<file path="src/rne_pkg.sv">
package rne_pkg;

	localparam int ValueW = 13;
	localparam int SymW   = 7;
	localparam int Terms  = 13;
	localparam int TermW  = $clog2(Terms);

	// Inputs of this value and above are out of range
	localparam logic [ValueW-1:0] Limit = ValueW'(5000);

	// Default depth of the queue between front and back
	localparam int QueueDepthDef = 2;

	localparam logic [SymW-1:0] SymNone = 7'h00;
	localparam logic [SymW-1:0] SymM    = 7'h4D;
	localparam logic [SymW-1:0] SymD    = 7'h44;
	localparam logic [SymW-1:0] SymC    = 7'h43;
	localparam logic [SymW-1:0] SymL    = 7'h4C;
	localparam logic [SymW-1:0] SymX    = 7'h58;
	localparam logic [SymW-1:0] SymV    = 7'h56;
	localparam logic [SymW-1:0] SymI    = 7'h49;

	localparam logic [ValueW-1:0] Weight [Terms] = '{
		13'd1000, 13'd900, 13'd500, 13'd400, 13'd100, 13'd90, 13'd50,
		13'd40, 13'd10, 13'd9, 13'd5, 13'd4, 13'd1
	};

	localparam logic [SymW-1:0] FirstSym [Terms] = '{
		SymM, SymC, SymD, SymC, SymC, SymX, SymL, SymX, SymX, SymI, SymV, SymI, SymI
	};

	// SymNone: the term is a single letter
	localparam logic [SymW-1:0] SecondSym [Terms] = '{
		SymNone, SymM, SymNone, SymD, SymNone, SymC, SymNone, SymL, SymNone,
		SymX, SymNone, SymV, SymNone
	};

	// One classified item as it travels from front to back
	typedef struct packed {
		logic [ValueW-1:0] value;
		logic              err;
	} item_t;

endpackage

</file>
<file path="src/rne_front.sv">
module rne_front (
	input  logic [rne_pkg::ValueW-1:0] value,
	output rne_pkg::item_t             item
);

	// Flag zero and anything at or above the limit
	always_comb begin
		item.value = value;
		item.err   = (value == '0) || (value >= rne_pkg::Limit);
	end

endmodule

</file>
<file path="src/rne_queue.sv">
module rne_queue #(
	parameter int Depth = rne_pkg::QueueDepthDef
) (
	input  logic           clk,
	input  logic           arst_n,
	input  logic           push,
	input  rne_pkg::item_t push_item,
	output logic           full,
	input  logic           pop,
	output logic           avail,
	output rne_pkg::item_t pop_item
);

	localparam int PtrW = (Depth > 1) ? $clog2(Depth) : 1;
	localparam int CntW = $clog2(Depth + 1);

	rne_pkg::item_t  entry_q [Depth];
	logic [PtrW-1:0] wr_ptr_q;
	logic [PtrW-1:0] rd_ptr_q;
	logic [CntW-1:0] count_q;

	assign full     = (count_q == CntW'(Depth));
	assign avail    = (count_q != '0);
	assign pop_item = entry_q[rd_ptr_q];

	always_ff @(posedge clk) begin
		if (push) begin
			entry_q[wr_ptr_q] <= push_item;
		end
	end

	always_ff @(posedge clk or negedge arst_n) begin
		if (!arst_n) begin
			wr_ptr_q <= '0;
			rd_ptr_q <= '0;
			count_q  <= '0;
		end else begin
			if (push) begin
				wr_ptr_q <= (wr_ptr_q == PtrW'(Depth - 1)) ? '0 : wr_ptr_q + 1'b1;
			end
			if (pop) begin
				rd_ptr_q <= (rd_ptr_q == PtrW'(Depth - 1)) ? '0 : rd_ptr_q + 1'b1;
			end
			case ({push, pop})
				2'b10:   count_q <= count_q + 1'b1;
				2'b01:   count_q <= count_q - 1'b1;
				default: count_q <= count_q;
			endcase
		end
	end

`ifndef ASSERT_OFF
	a_no_overrun: assert property (@(posedge clk) disable iff (!arst_n)
		full |-> !push || pop)
		else $error("push into a full queue");

	a_no_underrun: assert property (@(posedge clk) disable iff (!arst_n)
		pop |-> avail)
		else $error("pop from an empty queue");

	a_count_range: assert property (@(posedge clk) disable iff (!arst_n)
		count_q <= CntW'(Depth))
		else $error("queue count beyond depth");
`endif

endmodule

</file>
<file path="src/rne_back.sv">
module rne_back (
	input  logic                       clk,
	input  logic                       arst_n,
	input  logic                       avail,
	input  rne_pkg::item_t             item,
	output logic                       pop,
	output logic                       rsp_valid,
	input  logic                       rsp_stall,
	output logic [rne_pkg::SymW-1:0]   symbol,
	output logic                       error,
	output logic                       last
);

	logic                        busy_q;
	logic                        err_q;
	logic                        pend_q;
	logic [rne_pkg::SymW-1:0]    pend_sym_q;
	logic [rne_pkg::ValueW-1:0]  num_q;

	logic                        out_valid_q;
	logic [rne_pkg::SymW-1:0]    symbol_q;
	logic                        error_q;
	logic                        last_q;

	logic                        emit;
	logic [rne_pkg::TermW-1:0]   sel;
	logic [rne_pkg::ValueW-1:0]  rem;
	logic [rne_pkg::SymW-1:0]    sym_d;
	logic                        last_d;

	assign emit = busy_q && (!out_valid_q || !rsp_stall);
	assign pop  = !busy_q && avail;

	// Largest weight that fits; greedy order makes this the right term
	always_comb begin
		sel = rne_pkg::TermW'(rne_pkg::Terms - 1);
		for (int t = rne_pkg::Terms - 1; t >= 0; t--) begin
			if (num_q >= rne_pkg::Weight[t]) begin
				sel = rne_pkg::TermW'(t);
			end
		end
		rem = num_q - rne_pkg::Weight[sel];
		if (pend_q) begin
			sym_d  = pend_sym_q;
			last_d = (num_q == '0);
		end else if (err_q) begin
			sym_d  = rne_pkg::SymNone;
			last_d = 1'b1;
		end else begin
			sym_d  = rne_pkg::FirstSym[sel];
			last_d = (rem == '0) && (rne_pkg::SecondSym[sel] == rne_pkg::SymNone);
		end
	end

	always_ff @(posedge clk or negedge arst_n) begin
		if (!arst_n) begin
			busy_q      <= 1'b0;
			pend_q      <= 1'b0;
			out_valid_q <= 1'b0;
		end else begin
			if (pop) begin
				busy_q <= 1'b1;
				pend_q <= 1'b0;
			end else if (emit) begin
				if (last_d) begin
					busy_q <= 1'b0;
				end
				if (pend_q) begin
					pend_q <= 1'b0;
				end else if (!err_q) begin
					pend_q <= (rne_pkg::SecondSym[sel] != rne_pkg::SymNone);
				end
			end
			if (emit) begin
				out_valid_q <= 1'b1;
			end else if (!rsp_stall) begin
				out_valid_q <= 1'b0;
			end
		end
	end

	always_ff @(posedge clk) begin
		if (pop) begin
			num_q <= item.value;
			err_q <= item.err;
		end else if (emit && !pend_q && !err_q) begin
			num_q      <= rem;
			pend_sym_q <= rne_pkg::SecondSym[sel];
		end
		if (emit) begin
			symbol_q <= sym_d;
			error_q  <= err_q && !pend_q;
			last_q   <= last_d;
		end
	end

	assign rsp_valid = out_valid_q;
	assign symbol    = symbol_q;
	assign error     = error_q;
	assign last      = last_q;

`ifndef ASSERT_OFF
	a_err_single: assert property (@(posedge clk) disable iff (!arst_n)
		out_valid_q && error_q |-> last_q && symbol_q == rne_pkg::SymNone)
		else $error("error beat is not a lone final beat");

	a_pend_busy: assert property (@(posedge clk) disable iff (!arst_n)
		pend_q |-> busy_q && !err_q)
		else $error("second letter pending outside a valid run");

	a_num_live: assert property (@(posedge clk) disable iff (!arst_n)
		busy_q && !pend_q && !err_q |-> num_q != '0)
		else $error("run active with nothing left to encode");

	a_no_load_busy: assert property (@(posedge clk) disable iff (!arst_n)
		pop |=> busy_q)
		else $error("item taken from queue but back not busy");
`endif

endmodule

</file>
<file path="src/roman_numeral_encoder_core.sv">
// Roman numeral encoder: takes one 13-bit integer per req beat and emits its
// numeral as ASCII letters, one rsp beat per letter, with last set on the
// final letter. Encoding is greedy over 1000, 900, 500, 400, 100, 90, 50, 40,
// 10, 9, 5, 4 and 1, so values up to 4999 encode (four leading M allowed);
// the longest run is 16 letters, for 4888. Zero and anything from 5000 up
// give a single beat with symbol 0, error 1 and last 1. A front stage
// classifies each value and pushes it into a short queue (QueueDepth
// entries); the back stage pops one item, loads it and then emits one letter
// per cycle while the output is not stalled; it pops no new item until the
// last letter of the run is emitted. The single-letter emitter in the back
// stage sets the throughput; the queue lets the front keep taking beats while
// a run is in progress. The output is registered, and a letter stalled there
// holds the back stage: no further letter is emitted until it is taken.
module roman_numeral_encoder_core #(
	parameter int QueueDepth = rne_pkg::QueueDepthDef
) (
	input  logic                      clk,
	input  logic                      arst_n,
	input  logic                      req_valid,
	output logic                      req_stall,
	input  logic [rne_pkg::ValueW-1:0] value,
	output logic                      rsp_valid,
	input  logic                      rsp_stall,
	output logic [rne_pkg::SymW-1:0]  symbol,
	output logic                      error,
	output logic                      last
);

	rne_pkg::item_t front_item;
	rne_pkg::item_t queue_item;
	logic           queue_full;
	logic           queue_avail;
	logic           queue_pop;
	logic           push;

	// Stall the request side only while the queue is full
	assign req_stall = queue_full;
	assign push      = req_valid && !queue_full;

	// Classify: flag out-of-range values before they are queued
	rne_front u_front (
		.value (value),
		.item  (front_item)
	);

	// Decouple: hold classified items until the back is free
	rne_queue #(
		.Depth (QueueDepth)
	) u_queue (
		.clk       (clk),
		.arst_n    (arst_n),
		.push      (push),
		.push_item (front_item),
		.full      (queue_full),
		.pop       (queue_pop),
		.avail     (queue_avail),
		.pop_item  (queue_item)
	);

	// Encode: one letter per cycle into the output register while the output is not stalled
	rne_back u_back (
		.clk       (clk),
		.arst_n    (arst_n),
		.avail     (queue_avail),
		.item      (queue_item),
		.pop       (queue_pop),
		.rsp_valid (rsp_valid),
		.rsp_stall (rsp_stall),
		.symbol    (symbol),
		.error     (error),
		.last      (last)
	);

endmodule

</file>
<file path="config.mk">
export PLATFORM = sky130hd
export DESIGN_NAME = roman_numeral_encoder_core
export DESIGN_NICKNAME = d
export VERILOG_FILES = /design/src/rne_pkg.sv /design/src/rne_front.sv /design/src/rne_queue.sv /design/src/rne_back.sv /design/src/roman_numeral_encoder_core.sv
export SDC_FILE = /design/constraint.sdc
export NUM_CORES = 1
export LEC_CHECK = 0
export BUFFER_PORTS_ARGS = -buffer_cell sky130_fd_sc_hd__buf_4
export CORE_MARGIN = 2
export CORE_UTILIZATION = 65
export DETAILED_ROUTE_END_ITERATION = 8
export GPL_TIMING_DRIVEN = 0
export PLACE_DENSITY = 0.85
export SLEW_MARGIN = 20
export SYNTH_ARGS = -nofsm -noshare
export SYNTH_HDL_FRONTEND = slang
export SYNTH_SLANG_ARGS = --single-unit
</file>
<file path="constraint.sdc">
create_clock -name clk -period 7.66 [get_ports clk]
set_input_delay 1.915 -clock clk [delete_from_list [all_inputs] [get_ports clk]]
set_output_delay 1.915 -clock clk [all_outputs]
set_load 0.05 [all_outputs]
</file>
### Word level (Yosys, flattened, before mapping)

Memories as Yosys holds them, arrays and structs flattened.
Cells that the tools add are included.

| word-level totals | value |
|---|---|
| bits in registers | 37 |
| bits in read-only memories | 432 |
| latch bits | 0 |
| output and inout port bits | 11 |
| memory bits (writable) | 28 |
| memories | 4 |

Memory list:

| memory | depth | bits a word | read ports | clocked after memory_dff | write ports | line | RTL |
|---|---|---|---|---|---|---|---|
| (no name shown) | 16 | 13 | 1 | 0 | 0 | rne_back.sv:42 | `rem = num_q - rne_pkg::Weight[sel];` |
| (no name shown) | 16 | 7 | 1 | 0 | 0 | rne_back.sv:51 | `last_d = (rem == '0) && (rne_pkg::SecondSym[sel] == rne_pkg::SymNone);` |
| (no name shown) | 16 | 7 | 1 | 0 | 0 | rne_back.sv:50 | `sym_d = rne_pkg::FirstSym[sel];` |
| u_queue.entry_q | 2 | 14 | 1 | 0 | 1 | rne_queue.sv:17 | `rne_pkg::item_t entry_q [Depth];` |

| cells by class | value |
|---|---|
| multipliers | 0 |
| mux-type cells | 38 |
| shift operators | 0 |
| add/sub/neg operators | 5 |
| bitwise gates (word level) | 2 |
| div/mod/pow operators | 0 |
| reduce and logical (&&, ||, !) cells | 27 |
| eq/ne operators | 4 |
| magnitude comparators | 14 |

Operators by type and width:

| kind | number |
|---|---|
| $mux W13 | 4 |
| $mux W4 | 11 |
| $mux W7 | 6 |
| $logic_not A13 Y1 | 3 |
| $ge A13 B10 Y1 const B | 2 |
| $ge A13 B3 Y1 const B | 2 |
| $ge A13 B4 Y1 const B | 2 |
| $ge A13 B6 Y1 const B | 2 |
| $ge A13 B7 Y1 const B | 2 |
| $ge A13 B9 Y1 const B | 2 |
| $mux W1 | 15 |
| $ge A13 B13 Y1 const B | 1 |
| $sub A13 B13 Y13 | 1 |
| $reduce_bool A2 Y1 | 5 |
| $logic_and A1 B1 Y1 | 7 |
| $logic_not A7 Y1 | 1 |
| $reduce_bool A7 Y1 | 1 |
| $logic_not A1 Y1 | 6 |
| $ge A5 B5 Y1 const B | 1 |
| $not A4 Y5 | 1 |
| $eq A2 B2 Y1 const B | 2 |
| $pmux W2 S2 | 1 |
| $reduce_and A2 Y1 | 2 |
| $mux W3 | 1 |
| other kinds (7) | 9 |

### Depth between registers and ports, before layout

Gate-level depths: netlist of the first run.

| depth | value |
|---|---|
| depth after elaboration | 25 |
| gate-level depth with buffers | 22 |
| mapped depth without buffers | 20 |

### Cells and area by module

From an unflattened synthesis of the first run, not the netlist that was laid out.

| second synthesis, totals | value |
|---|---|
| cell total of the unflattened synthesis | 385 |
| area, all modules | 4045.1 sq um |

Modules (own cells, without submodules):

| module | cells an instance | sequential area each (sq um) | area an instance (sq um) | instances |
|---|---|---|---|---|
| rne_back | 303 | 915.9 | 2616.3 | 1 |
| rne_queue | 60 | 940.9 | 1249.9 | 1 |
| rne_front | 21 | 0.0 | 165.2 | 1 |
| roman_numeral_encoder_core | 1 | 0.0 | 13.8 | 1 |

### Worst setup path before layout of the first run

No wires, ideal clock.

| timing path | value |
|---|---|
| kind | register -> register |
| start point | reg u_back.num_q[9] (netlist bit) |
| end point | reg u_back.last_q, in the netlist u_back.last (data pin) |
| setup time | 0.277 ns |
| data arrival time | 3.892 ns |
| data required time | 7.383 ns |
| period minus slack after synthesis | 4.168 ns |
| slack | 3.492 ns |
| stages on the path, launching flop included | 21 |
| cells stage by stage | edfxtp_1 nor4_4 and2_1 nand2_1 nor2_1 nor2_1 nor3_2 inv_1 ha_1 nor2_1 nor2_1 ha_1 inv_1 fa_1 a211oi_2 o21ai_1 a311oi_2 xnor2_1 and3_1 o2111ai_2 a22oi_1 |

| between the ends | value |
|---|---|
| cells in the longest elaborated chain, start to end | 22 |
| elaborated cells between the ends (all ways) | 38 |
| classes of those cells | add/sub: 1; order compare: 12; mux: 18; bitwise: 1; reduce/logical: 4; memory: 2 |

RTL lines:

| what | line | RTL |
|---|---|---|
| start, declared | rne_back.sv:18 | `logic [rne_pkg::ValueW-1:0] num_q;` |
| start signal, assigned | rne_back.sv:84 | `num_q <= item.value;` |
| start signal, assigned | rne_back.sv:87 | `num_q <= rem;` |
| $ge A13 B3 Y1 | rne_back.sv:38 | `if (num_q >= rne_pkg::Weight[t]) begin` |
| $mux W3 | rne_back.sv:38 |  |
| $mux W4 (11 in a row) | rne_back.sv:38 |  |
| $not A4 Y5 (implied by the code) | rne_back.sv:42, rne_back.sv:51 |  |
| $mem_v2 Z16 W13 | n/a |  |
| $mux W13 (implied by the code) (2 in a row) | rne_back.sv:42 |  |
| $sub A13 B13 Y13 | rne_back.sv:42 |  |
| $logic_not A13 Y1 | rne_back.sv:51 |  |
| $logic_and A1 B1 Y1 | rne_back.sv:51 |  |
| $mux W1 | rne_back.sv:46 | `end else if (err_q) begin` |
| $mux W1 (*) | rne_back.sv:43 | `if (pend_q) begin` |
| named net u_back.last_d | rne_back.sv:29 | `logic last_d;` |
| end signal, assigned | rne_back.sv:93 | `last_q <= last_d;` |
| end, declared | rne_back.sv:23 | `logic last_q;` |

Mark *: on every way through the listed nets, which the timed path passes. The rest lies on a longest branch. The select of a mux whose other input is x is not followed.
A chain may end at the register's enable or synchronous reset.

### Final worst setup path of the first run

Ends and elaborated chain as after synthesis.

==> results of run 1 <==
## Yosys cell counts (all sizes together) (3+ instances only)
cell	instances	area share (%)
edfxtp	56	45
nand2	29	3.1
nor2	28	2.8
o21ai	23	3.1
a21oi	22	3.1
ha	16	5.4
nor3	14	2.5
nor2b	12	2.0
xnor2	12	2.8
a211oi	11	2.4
buf	10	1.6
inv	9	0.91
nand3	8	1.4
dfrtp	7	4.7
mux2i	7	1.9
xor2	6	1.4
nor4	5	1.2
or3	5	0.84
and3	4	0.67
clkbuf	4	0.40
o21bai	4	1.1
a21o	3	0.61
a31oi	3	0.51
and2	3	0.51
## worst max-delay path: cells and delay by family, from the launching register on
kind | cells | cell delay (ns)
AND/OR/NAND/NOR | 9 | 1.76
AO/OA/AOI/OAI | 5 | 1.12
adder cells (fa/ha/maj) | 3 | 0.93
flip-flops | 1 | 0.52
buffers and inverters | 2 | 0.18
XOR/XNOR | 1 | 0.08
## path summary, 6_finish.rpt
| path | end | slack (ns) | depth (start not counted) |
|---|---|---|---|
| max | u_back.last | 2.78 | 20 |
| max in group asynchronous | u_queue.count_q[0] | 6.17 | 1 |
| min reg2reg | u_back.rsp_valid | 0.50 | 1 |
| min in group asynchronous | u_back.pend_q | 1.37 | 1 |
| min | u_back.rsp_valid | 0.50 | 1 |
| max reg2reg | u_back.last | 2.78 | 20 |
## metal layers
layer,global-route usage (%),part of all wire (%),vias to the layer above,wire (microns)
met5,0,0,-,0
met4,14.3,2.7,0,210
met3,7.01,4.3,25,331
met2,46.1,52,96,4070
met1,31.2,41,1350,3170
li1,-,-,1337,-
## cell families after synthesis
| family | synth area share [%] |
|---|---|
| buffers and inverters | 2.97 |
| DFF | 50.1 |
| other | 0.101 |
| and+or+nand+nor | 17.2 |
| AOI/OAI and AO/OA | 16.9 |
| muxes | 2.50 |
| adders and majority gates | 5.94 |
| xor gates and xnor gates | 4.25 |
## power breakdown
part / internal [mW] / total, mW / switching [mW]
logic: 0.399 / 1.05 / 0.649
registers: 0.556 / 0.646 / 0.0904
clock network: 0.234 / 0.363 / 0.130
## cells in the final DEF (no fill, tap or decap), types with 2 or more instances in the layout
cell / count
nand2b_1: 2
a32o_1: 2
buf_2: 7
nand2_1: 27
o31ai_1: 2
o21ai_1: 5
bufinv_16: 3
and2_1: 3
nor2_1: 27
xor2_1: 6
mux2i_1: 7
o21bai_1: 3
nand2_2: 2
o21ai_0: 18
nand3_1: 7
or3_1: 5
edfxtp_1: 56
and3_1: 4
mux2_2: 2
a22o_1: 2
nor3_1: 11
ha_1: 16
clkbuf_1: 4
xnor2_1: 12
dfrtp_1: 7
a31oi_1: 3
nor3_2: 2
a211oi_1: 10
o211a_1: 2
nor4_1: 4
o21a_1: 2
inv_1: 9
a21o_1: 3
nor2b_1: 12
a21oi_1: 21
clkbuf_8: 11
buf_4: 27
## state kept, by name (all words and copies together) (netlist names)
signal             cells
u_queue.rd_ptr_q       1
u_back.last            1
u_back.error           1
u_queue.count_q        2
u_back.symbol          6
u_back.pend_q          1
u_back.err_q           1
u_back.pend_sym_q      6
u_queue.wr_ptr_q       1
u_back.num_q          13
u_back.rsp_valid       1
u_queue.entry_q       28
u_back.busy_q          1
## through the flow
step / utilization (%) / std cells / setup WS [ns] / cell area [sq um] / total power, mW
final: 77.2 / 451 / 2.78 / 4250 / 2.06
after global placement: 72.5 / 435 / 2.92 / 3990 / 1.64
after floorplan: - / 337 / 3.49 / 3710 / 1.43
after CTS: 77.1 / 451 / 2.85 / 4250 / 2.05
after global routing: 77.2 / 451 / 2.48 / 4250 / 2.19
after detailed placement: 72.5 / 435 / 2.90 / 3990 / 1.67
## cell type report
class                      instances  area share [%]
sequential                        63            43.7
multi-input combinational        250            41.0
clock inverter                     5            2.44
tap                               72            2.12
buffer                            14            1.71
timing repair buffer              26            4.59
clock buffer                      11            3.56
inverter                          10           0.883
==> results list, run 1 <==
* Status: finished clean
- After synthesis the netlist holds a flip-flop and latch count of 63.
- Cell-by-cell trace of the critical path: nor4_4 > and2_1 > nand2_1 > nor2_1 > nor2_1 > nor3_2 > inv_1 > ha_1 > nor2_1 > nor2_1 > ha_1 > inv_1 > fa_1 > a211oi_2 > o21ai_1 > a311oi_2 > xnor2_1 > and3_1 > o2111ai_2 > a22oi_1
- Setup Fix Bufs, Post-CTS: 0
- Vias per cell: 6.23
- The worst pin sits at a relative slew slack of 36.7%.
* Final critical path time including I/O delays and setup: 4.88 ns
- Avg Inst Size Synth: 11.0 sq um
* Maximum number of pins on one net before global-route repair: 15
* Startpoint type of the worst setup path: flop
- Layout cells sized above 1: 18.5%
- Measured along the y axis, the die boundary spans 79.5 microns.
* Vias after detailed routing: 2808
- Area of the mapped netlist: 3710 sq um
- Nets: 408
- The first global-routing pass estimated 12.7 mm of wire.
- Counting every instance in the synthesized netlist gives 337.
* Reg2reg start: u_back.num_q[9]
- In this run the power density over the cells is 484 nW/um^2.
* Cell occurring most often along the worst timing path: nor2_1
* Clk_lat worst skew: 0.34 ns
* CTS max path bufs: 2
* Area of the die: 6320 sq um
* Number of setup violations in the final report: 0
* Placeable Area: 5510 sq um
- CTS sink cnt: 63
* Num CTS Buffers: 9
- The final critical path takes up 63.7% of the cycle.
- Antenna diode instance count: 0
* Mapped Nets: 371
- In the synthesized netlist the dominant register cell turns out to be edfxtp_1.
- After global routing the overflow that remains totals 0.
- The wire-length estimate of the detail-placed layout is 5.58 mm.
* Hold violation count in the final report: 0
* CTS tree: built
* Sequential share of the synthesized area: 50.1%
- For the final routed database, the setup TNS stands at 0 ns.
* Number of pins with negative max-slew slack in the final report: 0
- Area of all sequential standard cells: 1860 sq um
- The pre-antenna-repair detailed-routing pass consisted of 5 iterations.
- Top fanout value on the critical path: 5
- Total area of multi-input combinational cells: 1740 sq um
* P_leak: 1.63 nW
* Unrepaired setup endpoints after global routing: no
- Clk Tree Root Cell: clkbuf_8
* Class of the most critical hold timing path: flop to flop
- Via count of the first global-routing pass: 2749
* Number of distinct standard cells referenced by the synthesized netlist: 65
* H-tree level count: 3
- Data on the critical path is required at its endpoint by 7.72 ns.
* Slew at the pin closest to its max-slew limit: 0.947 ns
* Initial Utilization: 67.3%
* Post-route clock skew: 0.0106 ns
- Final hold analysis gives a worst-case slack of 0.505 ns.
* Number of rows in the core area: 27
- Maximum capacitance violations: 0
- The slowest stage of the critical path belongs to the cell edfxtp_1.
* Port Buffer Count: 26
* Count of pins on the block boundary: 28
- Number of violations reported at the end of detailed-routing iteration 0: 301
- In this run the remaining antenna-violating nets after routing total 0.
- Setup crit start: u_back.num_q[9]
* Yosys warns: 0
- For the worst setup path, the data arrival time is 4.94 ns.
* Kind of critical path: flop to flop
- For this block, the routed nets add up to 7.78 mm of wire.
* Asr flop ratio synth: 11.1%
* Kind of end point of the critical path: flop
- VDD sags by at most 265 uV.
- Once the clock tree was built, the resizer swapped 0 gates to a different size.
- Number of antenna violations at the first check in global routing: 0
* Clock Pin Slew Worst Setup and Hold Paths: 0.07 ns
* Slowest Stage Delay on Critical Path: 0.52 ns
- Highest Clock Rate: 205 MHz
- For this design, the CTS-stage hold fixing added 0 buffers.
* Filler cells: 363
- Die Width: 79.5 microns
- Area added between synthesis and finish: 14.6%
- The synthesized design contains 56 enable-type register cells.
* DR WL/cell: 17.2 microns
- For this run, the total global-route usage over all layers was measured as 27.1%.
- In this run the most critical hold path is launched from u_back.busy_q.
- Final estimated routing congestion in global placement: 0.966
- Total DRC errors in the routed layout: 0
Power figures use the tool's default switching activity.
==> run 2: changes to the inputs <==
--- a/config.mk
+++ b/config.mk
@@ -7,10 +7,10 @@
 export LEC_CHECK = 0
 export BUFFER_PORTS_ARGS = -buffer_cell sky130_fd_sc_hd__buf_4
 export CORE_MARGIN = 2
-export CORE_UTILIZATION = 65
+export CORE_UTILIZATION = 54
 export DETAILED_ROUTE_END_ITERATION = 8
 export GPL_TIMING_DRIVEN = 0
-export PLACE_DENSITY = 0.85
+export PLACE_DENSITY = 0.76
 export SLEW_MARGIN = 20
 export SYNTH_ARGS = -nofsm -noshare
 export SYNTH_HDL_FRONTEND = slang
==> constraint.sdc (replaced) <==
create_clock -name clk -period 4 [get_ports clk]
set_input_delay 1 -clock clk [delete_from_list [all_inputs] [get_ports clk]]
set_output_delay 1 -clock clk [all_outputs]
set_load 0.05 [all_outputs]
==> run 2 against run 1 <==
  * The run now ends with setup timing left
  * Clock-buffer cell count down 1
  * Largest power group unchanged
  * Maximum frequency up 12%
  * Clock power up 64%
  * Sequential power up 89%
  * Final cell count up 12%
  * Via count up 6.2%
  * Clock skew down 0.0025 ns
  * Wire length up 15%
  * Non-clock buffer count up 47
  * Utilization down 4.6 points
  * Total power up 120%
==> results list, run 2 (synthesis gave the netlist of run 1 again) <==
- Final estimated routing congestion in global placement: 0.930 (-3.7%)
- Placeable Area: 6720 sq um (+22%)
- The final reports fail on setup timing.
- The remaining global-route overflow is 0 (unchanged).
- Critical path arrival: 4.44 ns (-0.50 ns)
- Die Width: 86.9 microns (+9.2%)
* Via count of the first global-routing pass: 2832 (+3.0%)
* Initial Utilization: 55.2% (-12 points)
- Chip height: 86.9 microns (+9.2%)
- The min-delay analysis places its worst path in the category primary input to asynchronous set/reset pin.
- The max-slew violation count was 0 (unchanged).
- Placed cell areas: 4070 sq um (+1.9%)
- Largest registers: u_queue.entry_q (28), u_back.num_q (13)
- Clk Tree Root Cell: clkbuf_8
- Maximum capacitance violations: 0 (unchanged)
- Final critical-path share of the clock period: 109% (+45 points)
* CTS tree: built
- CTS Hold Buffers Added: 0 (unchanged)
- Required time of the critical path: 4.08 ns (-3.64 ns)
- The flip-flop count of the largest register after layout was 28 (unchanged).
* Placed cells: 443 (+1.8%)
* ANT nets after route: 0 (unchanged)
- Num CTS Buffers: 9 (unchanged)
- The total via count after detailed routing came to 2983 (+6.2%).
- The area growth from synthesis to layout is 31.6%.
- The initial antenna violation count is 0 (unchanged).
* Most frequent standard cell in the layout excluding fill and tap cells: buf_4
* Minimum setup slack in the final design: -0.359 ns (-3.14 ns)
- The placed wire-length estimate after detailed placement was 5.52 mm (-0.94%).
* Clk_lat worst skew: 0.34 ns (about the same)
- Number of setup violations in the final report: 7 (+7)
* Kind of end point of the critical path: flop
* Total DRC errors in the routed layout: 0 (unchanged)
- PwrDens: 921 nW/um^2 (+90%)
* Post-route clock skew: 0.00812 ns (-0.00249 ns)
* Commonest cells after routing, fill and taps aside: 72 x buf_4, 56 x edfxtp_1, 23 x nand2_1
- The H-tree depth came to 3 (unchanged).
* Top fanout value on the critical path: 6 (+1)
- The worst setup path is of the flop to flop kind.
- The clock-pin slew reported for the worst setup and hold paths after clock tree synthesis was 0.07 ns (about the same).
* Final critical path time including I/O delays and setup: 4.36 ns (-0.520 ns)
- Final WL: 8.97 mm (+15%)
- The area of all placed cells without fillers was 4880 sq um (+15%).
- STA classifies the critical path startpoint as a flop.
- Global-route total usage across every layer: 22.6% (-4.4 points)
- The number of DRC markers in iteration 0 came to 156 (-48%).
- The CTS sink count is 63 (unchanged).
- Wire length of the first global-routing pass: 13.2 mm (+3.6%)
* Worst vdd ir: 455 uV (+72%)
- Unrepaired setup endpoints after global routing: yes
* P_leak: 1.91 nW (+17%)
- Number of rows in the core area: 30 (+11%)
- The number of top-level design ports was 28 (unchanged).
* Vias per cell: 5.90 (-5.3%)
- More flip-flops sit in one register than any other, and that register is u_queue.entry_q.
- The number of hold violations in the final report was 0 (unchanged).
- Relative slew margins: 32.3% (-4.5 points)
- The area of the die is 7540 sq um (+19%).
- Highest Clock Rate: 229 MHz (+12%)
* Antenna diode instance count: 0 (unchanged)
- The post-layout instance count excluding filler cells is 506 (+12%).
* Port Buffer Count: 26 (unchanged)
* Layout cells sized above 1: 37.1% (+19 points)
- The maximum count of clock buffers along a single path is 2 (unchanged).
- Iteration count of the initial detailed-routing pass: 5 (unchanged)
- The pin count of the biggest net entering global routing was 15 (unchanged).
* Status: finished with violations
- Slew at the pin closest to its max-slew limit: 1.01 ns (+0.0671 ns)
- The number of nets at the end of the flow was 455 (+12%).
* DR WL/cell: 17.7 microns (+2.8%)
[run 2: metal layers]
metal / part of all wire, % / GRT usage (%) / vias to the layer above
li1: - / - / 1435
met1: 42 / 28.9 / 1432
met2: 51 / 38.1 / 97
met3: 4.5 / 4.45 / 19
met4: 2.6 / 8.66 / 0
met5: 0 / 0 / -
[run 2: layout make-up]
cell class                      instances  area [sq um]
Inverter                               10          40.0
Tap cell                               80           100
Clock inverter                          6          85.1
Buffer                                 13          90.1
Multi-Input combinational cell        250          2000
Timing Repair Buffer                   74           581
Clock buffer                           10           128
Sequential cell                        63          1860
Fill cell                             428          1840
[run 2: stage by stage]
step	power, mW	utilization [%]	setup TNS [ns]	hold WS [ns]	setup WS [ns]
6_report	4.49	72.6	-1.41	0.457	-0.359
5_1_grt	4.76	72.6	-3.32	0.450	-0.602
4_1_cts	4.04	66.9	-0.718	0.449	-0.247
3_5_place_dp	3.24	60.6	-1.65	0.486	-0.457
3_3_place_gp	3.19	60.6	-1.29	0.477	-0.387
2_1_floorplan	2.79	-	-0.0243	0.450	-0.0243
[run 2: worst max-delay path, cell delays in order (launching register included)]
cell,delay (ns)
edfxtp_1,0.40
buf_6,0.15
nor4_4,0.39
nand2_2,0.12
or3_4,0.42
buf_8,0.14
nor2_4,0.11
nor3_4,0.06
inv_2,0.10
ha_4,0.15
buf_4,0.11
a22o_1,0.16
nand2_2,0.10
fa_2,0.40
a211oi_4,0.29
buf_4,0.16
o21bai_1,0.06
a21oi_1,0.18
xnor2_1,0.15
and3b_2,0.27
o2111ai_4,0.08
a22oi_2,0.10
[run 2: what timing repair did]
action / in CTS / in global routing
gates cloned: 0 / 1
buffers inserted: 25 / 22
endpoints found under the setup margin: 6 / 8
resized for setup: 13 / 40
pin swaps: 28 / 40
[run 2: worst paths after layout]
kind	start	end	slack, ns	depth (start not counted)
min	arst_n	u_back.pend_q	0.46	1
max reg2reg	u_back.num_q[10]	u_back.last	-0.36	21
min in group clk	u_back.busy_q	u_back.rsp_valid	0.51	1
max	u_back.num_q[10]	u_back.last	-0.36	21
min reg2reg	u_back.busy_q	u_back.rsp_valid	0.51	1
max in group asynchronous	arst_n	u_queue.rd_ptr_q	3.41	1
[run 2: power breakdown]
part / leakage [nW] / total, mW / internal, mW / switching (mW)
registers: 0.611 / 1.22 / 1.06 / 0.160
logic: 1.19 / 2.67 / 1.18 / 1.50
clock network: 0.104 / 0.595 / 0.349 / 0.247
